## src/sv/dpc_pkg.sv

```systemverilog
// Shared types and constants for the dark pixel centroid block.
// No dependencies; every other file but dpc_stream_if uses its scoped names.
`default_nettype none

package dpc_pkg;

  localparam int PIX_W      = 8;
  localparam int COORD_W    = 6;
  localparam int ORIGIN_W   = 10;
  localparam int CENTER_W   = 11;
  localparam int SUM_W      = 18;
  localparam int CNT_W      = 13;
  localparam int CFG_IDX_W  = 2;
  localparam int CFG_DATA_W = 10;
  localparam int STEP_W     = $clog2(SUM_W);

  // Side of the square region; a coordinate at or beyond it is not counted.
  localparam int REGION_SIDE = 64;
  // Dark pixel count saturates here so the sums never wrap.
  localparam int MAX_HITS    = 4096;

  localparam logic [PIX_W-1:0] THRESH_RESET = PIX_W'(2);

  // Configuration register indexes
  localparam logic [CFG_IDX_W-1:0] REG_THRESHOLD = CFG_IDX_W'(0);
  localparam logic [CFG_IDX_W-1:0] REG_ORIGIN_X  = CFG_IDX_W'(1);
  localparam logic [CFG_IDX_W-1:0] REG_ORIGIN_Y  = CFG_IDX_W'(2);

  typedef struct packed {
    logic [PIX_W-1:0]   pixel_value;
    logic [COORD_W-1:0] col_in_region;
    logic [COORD_W-1:0] row_in_region;
    logic               last_pixel;
  } pixel_t;

  typedef struct packed {
    logic [CENTER_W-1:0] center_x;
    logic [CENTER_W-1:0] center_y;
    logic                found;
    logic [CNT_W-1:0]    dark_count;
  } centroid_t;

  typedef struct packed {
    logic take;
    logic clear;
  } accum_ctl_t;

  typedef struct packed {
    logic busy;
    logic done;
  } div_stat_t;

endpackage

`default_nettype wire

```

## src/sv/dpc_stream_if.sv

```systemverilog
// Valid/ready stream channel carrying one payload per transfer.
// Payload type is a parameter; used with types from dpc_pkg.
`default_nettype none

interface dpc_stream_if #(parameter type payload_t = logic);
  logic     valid;
  logic     ready;
  payload_t data;

  modport source (output valid, output data, input ready);
  modport sink   (input valid, input data, output ready);
endinterface

`default_nettype wire

```

## src/sv/dpc_accum.sv

```systemverilog
// Running column/row sums and dark pixel count for one region scan.
// Depends on dpc_pkg.
`default_nettype none

module dpc_accum (
  input  wire logic                       clk,
  input  wire logic                       rst,
  input  wire dpc_pkg::accum_ctl_t        ctl,
  input  wire dpc_pkg::pixel_t            pixel,
  input  wire logic [dpc_pkg::PIX_W-1:0]  threshold,
  output logic      [dpc_pkg::SUM_W-1:0]  col_sum,
  output logic      [dpc_pkg::SUM_W-1:0]  row_sum,
  output logic      [dpc_pkg::CNT_W-1:0]  hit_count
);

  localparam int SIDE_W = $clog2(dpc_pkg::REGION_SIDE + 1) + 1;

  logic in_col;
  logic in_row;
  logic room;
  logic dark;

  // Coordinates compared at a width that holds the region side itself
  assign in_col = (SIDE_W'(pixel.col_in_region) < SIDE_W'(dpc_pkg::REGION_SIDE));
  assign in_row = (SIDE_W'(pixel.row_in_region) < SIDE_W'(dpc_pkg::REGION_SIDE));
  assign room   = (hit_count < dpc_pkg::CNT_W'(dpc_pkg::MAX_HITS));
  assign dark   = (pixel.pixel_value < threshold) && in_col && in_row && room;

  always_ff @(posedge clk) begin
    if (rst || ctl.clear) begin
      col_sum   <= '0;
      row_sum   <= '0;
      hit_count <= '0;
    end else if (ctl.take && dark) begin
      col_sum   <= col_sum + dpc_pkg::SUM_W'(pixel.col_in_region);
      row_sum   <= row_sum + dpc_pkg::SUM_W'(pixel.row_in_region);
      hit_count <= hit_count + dpc_pkg::CNT_W'(1);
    end
  end

endmodule

`default_nettype wire

```

## src/sv/dpc_divider.sv

```systemverilog
// Restoring divider, one quotient bit per cycle, shared by both axes.
// Depends on dpc_pkg.
`default_nettype none

module dpc_divider (
  input  wire logic                      clk,
  input  wire logic                      rst,
  input  wire logic                      start,
  input  wire logic [dpc_pkg::SUM_W-1:0] dividend,
  input  wire logic [dpc_pkg::CNT_W-1:0] divisor,
  output dpc_pkg::div_stat_t             stat,
  output logic      [dpc_pkg::SUM_W-1:0] quotient
);

  localparam logic [dpc_pkg::STEP_W-1:0] LAST_STEP = dpc_pkg::STEP_W'(dpc_pkg::SUM_W - 1);

  logic [dpc_pkg::CNT_W-1:0]  rem;
  logic [dpc_pkg::CNT_W-1:0]  dsr;
  logic [dpc_pkg::SUM_W-1:0]  dvd;
  logic [dpc_pkg::STEP_W-1:0] step;
  logic                       busy;
  logic                       done;

  logic [dpc_pkg::CNT_W:0]    rem_sh;
  logic                       ge;
  logic [dpc_pkg::CNT_W-1:0]  rem_next;

  assign rem_sh   = {rem, dvd[dpc_pkg::SUM_W-1]};
  assign ge       = (rem_sh >= {1'b0, dsr});
  assign rem_next = ge ? dpc_pkg::CNT_W'(rem_sh - {1'b0, dsr}) : rem_sh[dpc_pkg::CNT_W-1:0];

  // dvd shifts out dividend bits at the top and takes quotient bits at the bottom
  always_ff @(posedge clk) begin
    if (rst) begin
      busy <= 1'b0;
      done <= 1'b0;
    end else begin
      // one-cycle pulse after the final step
      done <= !start && busy && (step == LAST_STEP);
      if (start) begin
        busy <= 1'b1;
        rem  <= '0;
        dsr  <= divisor;
        dvd  <= dividend;
        step <= '0;
      end else if (busy) begin
        rem  <= rem_next;
        dvd  <= {dvd[dpc_pkg::SUM_W-2:0], ge};
        step <= step + dpc_pkg::STEP_W'(1);
        if (step == LAST_STEP) begin
          busy <= 1'b0;
        end
      end
    end
  end

  assign stat.busy = busy;
  assign stat.done = done;
  assign quotient  = dvd;

endmodule

`default_nettype wire

```

## src/sv/dark_pixel_centroid_unit.sv

```systemverilog
// Dark pixel centroid, top level: config registers, sequencer, output register.
// Depends on dpc_pkg, dpc_stream_if, dpc_accum, dpc_divider.
//
// Usage
//   pixels   : sink channel, one region pixel per transfer with its column and
//              row inside the region and a last flag on the final pixel.
//   centroid : source channel, one result per region (on the last pixel).
//   cfg_*    : write-only registers (threshold, origin x, origin y); write them
//              only while the block is idle.
// Throughput: pixels not marked last are taken one per cycle while the block is
//   idle. After the last pixel the block drops ready while one shared 18-step
//   divider runs twice (column sum, then row sum), making one quotient bit per
//   cycle; when no pixel was dark the divider is skipped and the result goes
//   straight to the output register.
// Stall: the result sits in an output register; the next region's pixels are
//   taken while it waits. A second result waits in the sequencer until the
//   register is free.
// Reset (rst, synchronous): sums and count cleared, output invalid, threshold
//   back to 2, origins to 0.
`default_nettype none

module dark_pixel_centroid_unit (
  input  wire logic                           clk,
  input  wire logic                           rst,
  input  wire logic                           cfg_we,
  input  wire logic [dpc_pkg::CFG_IDX_W-1:0]  cfg_index,
  input  wire logic [dpc_pkg::CFG_DATA_W-1:0] cfg_data,
  dpc_stream_if.sink                          pixels,
  dpc_stream_if.source                        centroid
);

  typedef enum logic [2:0] {
    IDLE,
    LAUNCH_X,
    WAIT_X,
    WAIT_Y,
    EMIT
  } state_t;

  state_t state;

  // Configuration registers
  logic [dpc_pkg::PIX_W-1:0]    dark_threshold;
  logic [dpc_pkg::ORIGIN_W-1:0] origin_x;
  logic [dpc_pkg::ORIGIN_W-1:0] origin_y;

  always_ff @(posedge clk) begin
    if (rst) begin
      dark_threshold <= dpc_pkg::THRESH_RESET;
      origin_x       <= '0;
      origin_y       <= '0;
    end else if (cfg_we) begin
      case (cfg_index)
        dpc_pkg::REG_THRESHOLD: dark_threshold <= cfg_data[dpc_pkg::PIX_W-1:0];
        dpc_pkg::REG_ORIGIN_X:  origin_x       <= cfg_data[dpc_pkg::ORIGIN_W-1:0];
        dpc_pkg::REG_ORIGIN_Y:  origin_y       <= cfg_data[dpc_pkg::ORIGIN_W-1:0];
        default: ;  // unknown index: ignored
      endcase
    end
  end

  // Pixel side
  dpc_pkg::accum_ctl_t         acc_ctl;
  logic [dpc_pkg::SUM_W-1:0]   col_sum;
  logic [dpc_pkg::SUM_W-1:0]   row_sum;
  logic [dpc_pkg::CNT_W-1:0]   hit_count;
  logic                        in_xfer;
  logic                        slot_free;
  logic                        out_valid;
  dpc_pkg::centroid_t          out_data;

  assign pixels.ready = (state == IDLE) && !rst;
  assign in_xfer      = pixels.valid && pixels.ready;
  assign slot_free    = !out_valid || centroid.ready;

  assign acc_ctl.take  = in_xfer;
  assign acc_ctl.clear = (state == EMIT) && slot_free;

  dpc_accum u_accum (
    .clk       (clk),
    .rst       (rst),
    .ctl       (acc_ctl),
    .pixel     (pixels.data),
    .threshold (dark_threshold),
    .col_sum   (col_sum),
    .row_sum   (row_sum),
    .hit_count (hit_count)
  );

  // Shared divider: column sum first, row sum on the cycle the first finishes
  dpc_pkg::div_stat_t        div_stat;
  logic [dpc_pkg::SUM_W-1:0] quotient;
  logic                      start_x;
  logic                      start_y;
  logic [dpc_pkg::SUM_W-1:0] dividend;
  logic                      any_hit;

  assign any_hit  = (hit_count != '0);
  assign start_x  = (state == LAUNCH_X) && any_hit;
  assign start_y  = (state == WAIT_X) && div_stat.done;
  assign dividend = start_y ? row_sum : col_sum;

  dpc_divider u_divider (
    .clk      (clk),
    .rst      (rst),
    .start    (start_x || start_y),
    .dividend (dividend),
    .divisor  (hit_count),
    .stat     (div_stat),
    .quotient (quotient)
  );

  // Quotients only need the bits that survive the 11-bit frame coordinate
  logic [dpc_pkg::CENTER_W-1:0] quot_x;
  logic [dpc_pkg::CENTER_W-1:0] quot_y;

  always_ff @(posedge clk) begin
    if (rst) begin
      state     <= IDLE;
      out_valid <= 1'b0;
    end else begin
      // EMIT reloads the register itself when the old result leaves
      if (out_valid && centroid.ready && (state != EMIT)) begin
        out_valid <= 1'b0;
      end
      case (state)
        IDLE: begin
          if (in_xfer && pixels.data.last_pixel) begin
            state <= LAUNCH_X;
          end
        end
        LAUNCH_X: begin
          state <= any_hit ? WAIT_X : EMIT;
        end
        WAIT_X: begin
          if (div_stat.done) begin
            quot_x <= quotient[dpc_pkg::CENTER_W-1:0];
            state  <= WAIT_Y;
          end
        end
        WAIT_Y: begin
          if (div_stat.done) begin
            quot_y <= quotient[dpc_pkg::CENTER_W-1:0];
            state  <= EMIT;
          end
        end
        EMIT: begin
          if (slot_free) begin
            out_valid           <= 1'b1;
            out_data.found      <= any_hit;
            out_data.dark_count <= hit_count;
            if (any_hit) begin
              out_data.center_x <= quot_x + dpc_pkg::CENTER_W'(origin_x);
              out_data.center_y <= quot_y + dpc_pkg::CENTER_W'(origin_y);
            end else begin
              // empty region: no origin offset
              out_data.center_x <= '0;
              out_data.center_y <= '0;
            end
            state <= IDLE;
          end
        end
        default: state <= IDLE;
      endcase
    end
  end

  assign centroid.valid = out_valid;
  assign centroid.data  = out_data;

endmodule

`default_nettype wire

```

## src/flat_wrapper.sv

```systemverilog
// flat-port wrapper written by rule: the top's interface ports become plain ports
module dark_pixel_centroid_unit_flat 
  (clk, rst, cfg_we, cfg_index, cfg_data, pixels_valid, pixels_data, pixels_ready, centroid_valid, centroid_data, centroid_ready);
  dpc_stream_if #(.payload_t(dpc_pkg::pixel_t)) pixels_i ();
  dpc_stream_if #(.payload_t(dpc_pkg::centroid_t)) centroid_i ();
  input  wire logic clk;
  input  wire logic rst;
  input  wire logic cfg_we;
  input  wire logic [dpc_pkg::CFG_IDX_W-1:0] cfg_index;
  input  wire logic [dpc_pkg::CFG_DATA_W-1:0] cfg_data;
  input wire logic [$bits(pixels_i.valid)-1:0] pixels_valid;
  input wire logic [$bits(pixels_i.data)-1:0] pixels_data;
  output wire logic [$bits(pixels_i.ready)-1:0] pixels_ready;
  output wire logic [$bits(centroid_i.valid)-1:0] centroid_valid;
  output wire logic [$bits(centroid_i.data)-1:0] centroid_data;
  input wire logic [$bits(centroid_i.ready)-1:0] centroid_ready;
  assign pixels_i.valid = pixels_valid;
  assign pixels_i.data = pixels_data;
  assign pixels_ready = pixels_i.ready;
  assign centroid_valid = centroid_i.valid;
  assign centroid_data = centroid_i.data;
  assign centroid_i.ready = centroid_ready;
  dark_pixel_centroid_unit u_core (.clk(clk), .rst(rst), .cfg_we(cfg_we), .cfg_index(cfg_index), .cfg_data(cfg_data), .pixels(pixels_i), .centroid(centroid_i));
endmodule
```

## config.mk

```make
export PLATFORM = sky130hd
export DESIGN_NAME = dark_pixel_centroid_unit_flat
export DESIGN_NICKNAME = d
export VERILOG_FILES = /design/src/sv/dpc_pkg.sv /design/src/sv/dpc_stream_if.sv /design/src/sv/dpc_accum.sv /design/src/sv/dpc_divider.sv /design/src/sv/dark_pixel_centroid_unit.sv /design/src/flat_wrapper.sv
export SDC_FILE = /design/constraint.sdc
export NUM_CORES = 1
export LEC_CHECK = 0
export BUFFER_PORTS_ARGS = -buffer_cell sky130_fd_sc_hd__buf_2
export CAP_MARGIN = 30
export CELL_PAD_IN_SITES_DETAIL_PLACEMENT = 2
export CELL_PAD_IN_SITES_GLOBAL_PLACEMENT = 2
export CORE_MARGIN = 5
export CORE_UTILIZATION = 35
export CTS_BUF_LIST = sky130_fd_sc_hd__clkbuf_8 sky130_fd_sc_hd__clkbuf_16
export DETAILED_ROUTE_END_ITERATION = 10
export PLACE_DENSITY_LB_ADDON = 0.05
export SYNTH_ARGS = -nofsm -noshare
export SYNTH_HDL_FRONTEND = slang
export SYNTH_SLANG_ARGS = --single-unit
```

## constraint.sdc

```tcl
create_clock -name clk -period 4.5 [get_ports clk]
set_clock_uncertainty 0.2 [all_clocks]
set_input_delay 0.225 -clock clk [delete_from_list [all_inputs] [get_ports clk]]
set_output_delay 0.225 -clock clk [all_outputs]
set_load 0.02 [all_outputs]
```

==> impl_metrics.yaml <==
power_and_ir_drop:
  swShare: 0.2496
  pwr-share-comb: 0.065
  power_switching_uw: 902.7
  p_int_uw: 2714
  powerDensity_nw_per_um2: 328.2
  power.leakage_uw: 0.004268
  peakVddDrop_mv: 0.1663
  seq_power_share: 0.513
  clock_power_share: 0.422
timing:
  rsz0062_at_grt: "no"
  setup_viol: 0
  tns_ns: 0
  tightest_slew_ns: 0.9381
  slew_headroom: 0.3727
  period_minus_slack_ns: 3.389
  fmax_mhz: 295.1
  drv_slew: 0
  hold_viol_final: 0
  holdWs_ns: 0.04973
  finalCritPeriodShare: 0.7531
synth:
  synth_edf_count: 107
  synth_area_leaders: "edfxtp_1 (34%), dfxtp_1 (17%), ha_1 (7.4%)"
  ys_ff_latch: 190
  synth_area_per_cell_um2: 10.59
  synth_top_flop_cell: "edfxtp_1"
  yosysUniqueCellTypes: 61
  ys_warn_count: 0
  syn_inst: 899
  syn_nets: 998
  seq_area_frac_synth: 0.5119
  async_reset_ff_frac: 0
  synth_top_area_frac: 0.3374
  syn_area_um2: 9523
  yosys.area.top_type: "edfxtp_1"
cts:
  htree_levels: 4
  ctsHoldBuffers: 12
  cts_resized: 0
  cts_buffers: 17
  path_clk_slew_ns: 0.08
  post-cts-setup-buffer-count: 0
  ctsLongestPathBuffers: 2
  ctsRootBufferMaster: "clkbuf_16"
  cts_tree: "yes"
  clock_latency_ns: 0.43
  cts_sinks: 190
route:
  wl_per_cell_um: 20.52
  drt_wl_total_mm: 27.52
  drc: 0
  dr.pass1.iters: 5
  avgViaCountPerCell: 5.315
  num_vias: 7127
  postRouteAntennaNets: 0
  initialDrtViolationCount: 337
setup_path:
  critPathMaxStageDelay_ns: 0.57
  worst-path-buf-inv: 3
  rr_worst_depth: 11
  arrival_ns: 3.34
  critPathLaunch: "u_core.u_divider.quotient[17]"
  cp.required_ns: 4.45
  critPathMaxFanout: 9
  timing.rr.start: "u_core.u_divider.quotient[17]"
  critPathLaunchType: "flip-flop"
  worstSetupPathType: "reg2reg"
  worst-path-stages: 11
  critPathSlowestCell: "a221oi_1"
  crit_family: "compound AO/OA/AOI/OAI gates"
  path_cells: "inv_1, ha_1, inv_1, fa_1, a21o_1, a221oi_1, a2111oi_0, nor2_1, buf_4, mux2i_1, nor2_1"
  worstSetupEndpointType: "flip-flop"
global_route:
  track_usage: 0.1833
  grt_max_degree: 48
  grt_pass1_vias: 8102
  grt_overflow: 0
  grt_pass1_wl_mm: 44.81
  antenna_found_initial: 0
outcome:
  status: "finished clean"
finish:
  layout.cells.non_filler: 1341
  drive_gt1_frac: 0.1400
  fill_cells: 2844
  area_growth_pct: 15.71
  fin_nets: 1086
  fin_util: 0.4100
  diodes: 0
floorplanning:
  core_area_um2: 26880
  num_rows: 60
  dieArea_um2: 30610
  ioPinCount: 76
  initial_core_util: 0.3543
  die_w_um: 175.0
  die_h_um: 175.0
hold_path:
  hold_path.class: "in2reg"
  worstHoldPathCells: 4
  hold_start: "pixels_data[2]"
flow_run:
  drv_cap: 0
place:
  place_congestion: 0.8199
  hpwl_mm: 20.94
  port_buffers: 75
  dp_cells: 1297
worst register-to-register path: cells and delay by family, from the launching register on:
family                     cells  cell delay (ns)
buffers and inverters          3             0.41
and+or+nand+nor                2             0.36
muxes                          1             0.22
adders and majority gates      2             0.56
DFF                            1             0.40
AOI/OAI and AO/OA              3             0.97
per-stage QoR:
step | power (µW) | instance area [µm²] | setup WS, ns
after floorplan | 2037 | 9523 | 0.4878
after CTS | 3668 | 11020 | 1.076
after detailed placement | 2127 | 10320 | 1.141
after global placement | 2111 | 10300 | 1.311
final | 3616 | 11020 | 1.111
after global routing | 3757 | 11020 | 0.8462
area by class of cell:
class | count | area (µm²) | area share
Clock buffer | 19 | 464.2 | 0.04213
Clock inverter | 13 | 115.1 | 0.01045
Inverter | 49 | 183.9 | 0.01669
Multi-Input combinational cell | 629 | 4349 | 0.3947
Sequential cell | 190 | 4875 | 0.4424
Tap cell | 341 | 426.7 | 0.03872
Timing Repair Buffer | 100 | 605.6 | 0.05496
cell families (layout without fill, tap and decap cells):
kind of cell | after synthesis | count (layout) | synth area share
fa+ha+maj | 61 | 61 | 0.08409
xor+xnor | 44 | 44 | 0.04047
compound gates | 194 | 194 | 0.1334
buf+inv | 80 | 181 | 0.03548
simple gates | 282 | 282 | 0.1443
mux | 48 | 48 | 0.05045
flops | 190 | 190 | 0.5119
power groups by stage:
stage                     Clock [µW]  Sequential [µW]  Combinational [µW]
final                           1530             1860                 236
after global routing            1640             1860                 263
after CTS                       1570             1860                 241
after detailed placement           0             1900                 231
after global placement             0             1890                 217
after floorplan                    0             1890                 144
layer usage:
| metal | part of all wire | GRT usage |
|---|---|---|
| met1 | 0.45 | 0.2359 |
| met2 | 0.51 | 0.3280 |
| met3 | 0.022 | 0.02575 |
| met4 | 0.014 | 0.04124 |
| met5 | 0 | 0 |
cells in the mapped netlist (6+ instances only):
| master | count |
|---|---|
| nor2_1 | 116 |
| edfxtp_1 | 107 |
| dfxtp_1 | 83 |
| nand2_1 | 59 |
| ha_1 | 56 |
| a21oi_1 | 54 |
| o21ai_0 | 52 |
| inv_1 | 49 |
| mux2i_1 | 48 |
| xnor2_1 | 29 |
| clkbuf_1 | 21 |
| nor3_1 | 19 |
| xor2_1 | 15 |
| a211oi_1 | 14 |
| a21o_1 | 13 |
| o21a_1 | 12 |
| and3_1 | 11 |
| nand3_1 | 11 |
| nand4_1 | 10 |
| nand2b_1 | 9 |
| or3_1 | 8 |
| nor2b_1 | 6 |
| nor4_1 | 6 |
cell usage in the layout (no fill, tap or decap), types with 6 or more instances in the layout:
| cell type | count |
|---|---|
| a211oi_1 | 14 |
| a21o_1 | 13 |
| a21oi_1 | 52 |
| and3_1 | 11 |
| buf_2 | 75 |
| buf_4 | 12 |
| clkbuf_16 | 18 |
| dfxtp_1 | 83 |
| dlygate4sd3_1 | 12 |
| edfxtp_1 | 107 |
| ha_1 | 56 |
| inv_1 | 49 |
| inv_6 | 7 |
| mux2i_1 | 48 |
| nand2_1 | 59 |
| nand2b_1 | 9 |
| nand3_1 | 11 |
| nand4_1 | 10 |
| nor2_1 | 115 |
| nor2b_1 | 6 |
| nor3_1 | 18 |
| o21a_1 | 12 |
| o21ai_0 | 52 |
| or3_1 | 8 |
| xnor2_1 | 29 |
| xor2_1 | 15 |
sequential cells by signal, indices dropped and copies added (netlist names), 11 cells and up:
signal and cells:
u_core.centroid.data 36, u_core.quot_x 11, u_core.quot_y 11, u_core.u_accum.col_sum 18, u_core.u_accum.hit_count 13, u_core.u_accum.row_sum 18
u_core.u_divider.dsr 13, u_core.u_divider.quotient 18, u_core.u_divider.rem 13
worst paths after layout:
| kind | endpoint | slack (ns) |
|---|---|---|
| max | u_core.u_divider.rem[7] | 1.11 |
| min | u_core.u_accum.row_sum[1] | 0.05 |
| max reg2reg | u_core.u_divider.rem[7] | 1.11 |
| min reg2reg | u_core.u_accum.col_sum[0] | 0.29 |
No activity file was read; power rests on OpenSTA's default activity.
